## src/hdl/cc2a_pkg.sv

```systemverilog
`timescale 1ns / 1ps

package cc2a_pkg;

  // Markers held in the lookup table besides plain characters
  localparam logic [7:0] CODE_NONE = 8'hFF;
  localparam logic [7:0] CODE_LCS  = 8'hFE;
  localparam logic [7:0] CODE_UCS  = 8'hFD;

  localparam logic [7:0] ASCII_NL  = 8'h0A;
  localparam logic [7:0] ASCII_TAB = 8'h09;
  localparam logic [7:0] ASCII_BS  = 8'h08;
  localparam logic [7:0] ASCII_GRV = 8'h60;

  // Longest run of newlines passed on before further ones are dropped
  localparam logic [1:0] NL_RUN_MAX = 2'd2;

  localparam int unsigned CHAR_W = 7;

  // Concise code to ASCII; upper half is the upper-case shift page
  localparam logic [7:0] CodeTable [128] = '{
    " ", "1", "2", "3", "4", "5", "6", "7",
    "8", "9", CODE_NONE, CODE_NONE, CODE_NONE, CODE_NONE, CODE_NONE, CODE_NONE,
    "0", "/", "s", "t", "u", "v", "w", "x",
    "y", "z", CODE_NONE, ",", CODE_NONE, CODE_NONE, ASCII_TAB, CODE_NONE,
    "@", "j", "k", "l", "m", "n", "o", "p",
    "q", "r", CODE_NONE, CODE_NONE, "-", ")", ASCII_GRV, "(",
    CODE_NONE, "a", "b", "c", "d", "e", "f", "g",
    "h", "i", CODE_LCS, ".", CODE_UCS, ASCII_BS, CODE_NONE, ASCII_NL,

    " ", "\"", "'", "~", "#", "!", "&", "<",
    ">", "^", CODE_NONE, CODE_NONE, CODE_NONE, CODE_NONE, CODE_NONE, CODE_NONE,
    "\\", "?", "S", "T", "U", "V", "W", "X",
    "Y", "Z", CODE_NONE, "=", CODE_NONE, CODE_NONE, ASCII_TAB, CODE_NONE,
    "_", "J", "K", "L", "M", "N", "O", "P",
    "Q", "R", CODE_NONE, CODE_NONE, "+", "]", "|", "[",
    CODE_NONE, "A", "B", "C", "D", "E", "F", "G",
    "H", "I", CODE_LCS, "*", CODE_UCS, ASCII_BS, CODE_NONE, ASCII_NL
  };

  // Outcome of decoding one tape byte against the current state
  typedef struct packed {
    logic              emit;
    logic [CHAR_W-1:0] ascii_char;
    logic              upper_shift;
    logic [1:0]        newline_run;
  } cc2a_dec_t;

endpackage

```

## src/hdl/cc2a_decode.sv

```systemverilog
`timescale 1ns / 1ps

module cc2a_decode
  import cc2a_pkg::*;
(
  input  logic [7:0] tape_byte_i,
  input  logic       upper_shift_i,
  input  logic [1:0] newline_run_i,
  output cc2a_dec_t  dec_o
);

  logic       skip;
  logic [6:0] idx;
  logic [7:0] code;

  // Feed bytes and bytes with bit 6 set carry nothing
  assign skip = (tape_byte_i == 8'd0) || tape_byte_i[6];
  assign idx  = {upper_shift_i, tape_byte_i[5:0]};
  assign code = CodeTable[idx];

  // Resolve shifts, unmapped codes and newline runs
  always_comb begin
    dec_o.emit        = 1'b0;
    dec_o.ascii_char  = code[CHAR_W-1:0];
    dec_o.upper_shift = upper_shift_i;
    dec_o.newline_run = newline_run_i;
    if (!skip) begin
      if (code == CODE_LCS) begin
        dec_o.upper_shift = 1'b0;
      end else if (code == CODE_UCS) begin
        dec_o.upper_shift = 1'b1;
      end else if (code == ASCII_NL) begin
        if (newline_run_i < NL_RUN_MAX) begin
          dec_o.emit        = 1'b1;
          dec_o.newline_run = newline_run_i + 2'd1;
        end
      end else if (code != CODE_NONE) begin
        dec_o.emit        = 1'b1;
        dec_o.newline_run = 2'd0;
      end
    end
  end

endmodule

```

## src/hdl/concise_code_to_ascii_decoder_top.sv

```systemverilog
`timescale 1ns / 1ps

// Concise-code tape to ASCII decoder. Each input beat is one raw tape byte;
// each output beat is one ASCII character. Feed bytes, bytes with bit 6 set,
// shift codes, unmapped codes and newlines beyond two in a row produce no
// output beat. A byte passes through an input register, one table lookup
// with the shift and newline-run update, and an output register. One
// byte per cycle is sustained as long as the output side keeps taking
// beats. The shift state is applied in the lookup stage, so consecutive
// bytes see each other's shift changes without a bubble.

module concise_code_to_ascii_decoder_top
  import cc2a_pkg::*;
(
  input  logic       clk_i,
  input  logic       rst_ni,
  input  logic       s_axis_tvalid,
  output logic       s_axis_tready,
  input  logic [7:0] s_axis_tdata,   // [7:0] tape_byte
  output logic       m_axis_tvalid,
  input  logic       m_axis_tready,
  output logic [7:0] m_axis_tdata    // [6:0] ascii_char, [7] zero
);

  logic              in_valid_q, in_valid_d;
  logic [7:0]        in_byte_q;
  logic              out_valid_q, out_valid_d;
  logic [CHAR_W-1:0] out_char_q;
  logic              upper_shift_q, upper_shift_d;
  logic [1:0]        newline_run_q, newline_run_d;
  logic              advance;
  logic              in_take;
  cc2a_dec_t         dec;

  cc2a_decode u_decode (
    .tape_byte_i   (in_byte_q),
    .upper_shift_i (upper_shift_q),
    .newline_run_i (newline_run_q),
    .dec_o         (dec)
  );

  // Move the held byte on when the output register is free or being drained
  assign advance       = !out_valid_q || m_axis_tready;
  assign s_axis_tready = !in_valid_q || advance;
  assign in_take       = s_axis_tvalid && s_axis_tready;

  always_comb begin
    in_valid_d    = in_valid_q;
    out_valid_d   = out_valid_q;
    upper_shift_d = upper_shift_q;
    newline_run_d = newline_run_q;
    if (advance) begin
      out_valid_d = in_valid_q && dec.emit;
      in_valid_d  = in_take;
      if (in_valid_q) begin
        upper_shift_d = dec.upper_shift;
        newline_run_d = dec.newline_run;
      end
    end else if (in_take) begin
      in_valid_d = 1'b1;
    end
  end

  // Control state
  always_ff @(posedge clk_i or negedge rst_ni) begin
    if (!rst_ni) begin
      in_valid_q    <= 1'b0;
      out_valid_q   <= 1'b0;
      upper_shift_q <= 1'b0;
      newline_run_q <= 2'd0;
    end else begin
      in_valid_q    <= in_valid_d;
      out_valid_q   <= out_valid_d;
      upper_shift_q <= upper_shift_d;
      newline_run_q <= newline_run_d;
    end
  end

  // Payload registers
  always_ff @(posedge clk_i) begin
    if (in_take) begin
      in_byte_q <= s_axis_tdata;
    end
    if (advance && in_valid_q && dec.emit) begin
      out_char_q <= dec.ascii_char;
    end
  end

  assign m_axis_tvalid = out_valid_q;
  assign m_axis_tdata  = {1'b0, out_char_q};

  // The newline run never passes its limit
  a_run_limit: assert property (@(posedge clk_i) disable iff (!rst_ni)
    newline_run_q <= NL_RUN_MAX)
    else $error("newline run count out of range");

  // A newline waiting at the output has been counted in the run
  a_nl_counted: assert property (@(posedge clk_i) disable iff (!rst_ni)
    (m_axis_tvalid && (m_axis_tdata == ASCII_NL)) |-> (newline_run_q != 2'd0))
    else $error("emitted newline not counted");

  // Input is held off only while a byte waits behind a stalled output
  a_ready_hold: assert property (@(posedge clk_i) disable iff (!rst_ni)
    !s_axis_tready |-> (in_valid_q && out_valid_q && !m_axis_tready))
    else $error("input stalled without cause");

endmodule

```

## config.mk

```make
export PLATFORM = sky130hd
export DESIGN_NAME = concise_code_to_ascii_decoder_top
export DESIGN_NICKNAME = d
export VERILOG_FILES = /design/src/hdl/cc2a_pkg.sv /design/src/hdl/cc2a_decode.sv /design/src/hdl/concise_code_to_ascii_decoder_top.sv
export SDC_FILE = /design/constraint.sdc
export NUM_CORES = 1
export LEC_CHECK = 0
export BUFFER_PORTS_ARGS = -buffer_cell sky130_fd_sc_hd__buf_2
export CAP_MARGIN = 30
export CORE_MARGIN = 5
export CORE_UTILIZATION = 60
export CTS_CLUSTER_SIZE = 8
export DETAILED_ROUTE_END_ITERATION = 12
export PLACE_DENSITY = 0.9
export SLEW_MARGIN = 10
export SYNTH_ARGS = -nofsm -noshare
export SYNTH_HDL_FRONTEND = slang
export SYNTH_SLANG_ARGS = --single-unit
```

## constraint.sdc

```tcl
create_clock -name clk_i -period 7.3 [get_ports clk_i]
set_clock_uncertainty 0.15 [all_clocks]
set_input_delay 0.365 -clock clk_i [delete_from_list [all_inputs] [get_ports clk_i]]
set_output_delay 0.365 -clock clk_i [all_outputs]
set_load 0.02 [all_outputs]
```

==> flow_summary.yaml <==
grt:
  grt_max_degree: 57
  grt_use_total: 0.2257
  grt-busiest-layer: "met2"
  use_met1: 0.2813
  antenna_found_initial: 0
  use_met3: 0.05507
  grt_pass1_vias: 1886
  grt_overflow_total: 0
  grt_pass1_wl_um: 8894
  gr-usage-met2: 0.3496
cts:
  cts_buffers: 3
  cts_root_buf: "clkbuf_4"
  hold_buffers: 1
  cts_resized: 0
  clk_pin_slew_ns: 0.13
  tritoncts: "yes"
  cts_buffer_depth: 2
  cts_setup_buffers: 0
  clk_latency_ns: 0.32
  htree_levels: 1
  clkSinkCount: 20
setup_path:
  cp.required_ns: 7.12
  cp-end-kind: "flip-flop"
  critPathMaxFanout: 18
  cp.arrival_ns: 3.48
  startpoint_type: "flip-flop"
  setup.worst_path.class: "reg -> reg"
place:
  portBuffers: 20
  place_ws_ns: 3.693
  dpl-instance-area_um2: 2103
  gp_congestion: 0.9757
  hpwl_um: 3594
  dp_cells: 284
yosys:
  synth_xor_xnor_area_share: 0.008328
  ys_ff_latch: 20
  synthSimpleGateAreaFrac: 0.2284
  ys_types: 68
  synth_ff_type: "edfxtp_1"
  syn_area_per_cell_um2: 8.764
  syn_area_um2: 2103
  synth.top_cell.area_share: 0.2142
  synth_area_leader_cell: "edfxtp_1"
  ys_async_sr_fraction: 0.2500
  yosys_warnings: 0
  synth_fa_ha_area_frac: 0.05949
  synth_top_family_by_area: "compound AO/OA/AOI/OAI gates"
  synth-edff-count: 15
  synthMuxAreaShare: 0.04224
  synth.yosys.seq_area_share: 0.2736
  synthCells: 240
  syn-num-nets: 262
  synth_compound_area_frac: 0.2826
  synth_area_leaders: "edfxtp_1 (21%), dfrtp_1 (5.9%), ha_1 (5.9%)"
timing:
  max_clock_freq_mhz: 273.4
  holdWs_ns: 0.08021
  tightestPinTransition_ns: 0.7305
  post-route-period-util: 0.5011
  timing.final.ws_setup_ns: 3.642
  max_slew_margin: 0.5062
  tns_ns: 0
  period_needed_ns: 3.658
  finalSetupViolCount: 0
  rsz0062_at_grt: "false"
  maxSlewViolCount: 0
  finalHoldViolCount: 0
power_and_ir_drop:
  p_int_uw: 229.8
  clockPowerShare: 0.267
  ir_drop_mv: 0.1305
  p_per_area_nw_per_um2: 156.9
  p_leak_nw: 0.8687
  p_total_uw: 342.2
  p_comb_frac: 0.320
  power_frac_seq: 0.413
  switching_share: 0.3285
  netSwitchingPower_uw: 112.4
cells_and_area:
  layout.nets: 267
  ff_latch_area_um2: 575.6
  drive_above_1_share: 0.1475
  final_area_um2: 2181
  num-fill-cells: 295
  layoutNonFillerInstCount: 290
  multi_input_area_um2: 1310
  diodes: 0
  areaGrowthSynthToFinish_pct: 3.688
  utilization: 0.6484
floorplan:
  start_util: 0.6254
  die_x_um: 69.21
  coreArea_um2: 3363
  die_h_um: 69.21
  num_rows: 21
  io_pins: 22
  die_area_um2: 4789
outcome:
  status: "completed"
detailed_routing:
  firstDrtPassIters: 5
  postRouteAntennaNets: 0
  vias: 1978
  drt_wl_total_um: 5407
  wire_per_inst_um: 18.64
  drc: 0
  viasPerCell: 6.821
  drtIter0Drc: 344
min_path:
  hold_class: "in -> reg"
job:
  drv_cap: 0
synth_stat cells, types with 4 or more instances:
library cell	instances
nand2b_1	15
nand3b_1	4
ha_1	10
nor2_1	13
o211a_1	5
nor2b_1	6
dfrtp_1	5
mux2i_1	4
o221ai_1	4
edfxtp_1	15
buf_2	9
nor3_1	8
a21oi_1	18
buf_4	5
buf_6	7
o211ai_1	6
o21ai_0	5
inv_1	11
nand3_1	7
nand2_1	14
routing by layer:
layer | up-vias | wire length [µm]
met1 | 893 | 2070
met2 | 149 | 2495
met5 | - | 0
met4 | 0 | 229
met3 | 25 | 613
li1 | 911 | -
power groups by stage:
stage               Clock (mW)  Combinational (mW)  Sequential (mW)
finish                  0.0915               0.110            0.141
CTS                     0.0921               0.103            0.143
detailed placement           0               0.102            0.146
global route            0.0984               0.118            0.142
floorplan                    0              0.0847            0.143
global placement             0              0.0996            0.145
logic make-up after synthesis:
logic type | Yosys count
flip-flops | 20
AND/OR/NAND/NOR | 86
buffers and inverters | 36
multiplexers | 7
AO/OA/AOI/OAI | 78
other | 1
adder cells (fa/ha/maj) | 10
XOR/XNOR | 2
critical path: stages, from the launching register on:
cell      delay (ns)
edfxtp_1        0.74
inv_1           0.23
ha_1            0.37
nor2b_1         0.20
o31ai_1         0.28
nor2_1          0.09
o41a_1          0.37
nor4bb_1        0.17
and4_1          0.24
nor2_1          0.49
cells in the final DEF (no fill, tap or decap), types with 3 or more instances in the layout:
master	instances
nor3_1	8
inv_1	11
o211ai_1	6
o221ai_1	4
nor2_1	13
ha_1	10
nand3_1	7
nand2_1	14
mux2i_1	4
o31ai_1	3
or2_1	3
a21oi_1	18
a22o_1	3
clkbuf_4	3
nor2b_1	6
o21ai_0	5
nand3b_1	4
buf_2	20
dfrtp_1	5
o211a_1	5
edfxtp_1	15
nand2b_1	15
a2111oi_0	3
path summary, 6_finish.rpt:
kind	cells past startpoint	slack [ns]	from	endpoint
max reg2reg	9	3.64	in_byte_q[1]	out_char_q[4]
max in group asynchronous	2	6.63	rst_ni	upper_shift_q
max	9	3.64	in_byte_q[1]	out_char_q[4]
min	1	0.08	s_axis_tdata[0]	in_byte_q[0]
min in group asynchronous	2	0.22	rst_ni	newline_run_q[1]
min reg2reg	2	0.39	in_valid_q	in_valid_q
state kept, by name, summed over array words and instances, names as in the netlist:
signal / count
in_byte_q: 8
in_valid_q: 1
m_axis_tvalid: 1
newline_run_q: 2
out_char_q: 7
upper_shift_q: 1
final cells by class:
cell class / count / share of cell area
well taps: 46 / 0.02639
clock inverters: 1 / 0.01377
inverters: 12 / 0.02065
repair buffers: 24 / 0.06426
flip-flops and latches: 20 / 0.2639
multi-input cells: 184 / 0.6007
clock buffers: 3 / 0.01033
Power figures use the tool's default switching activity.
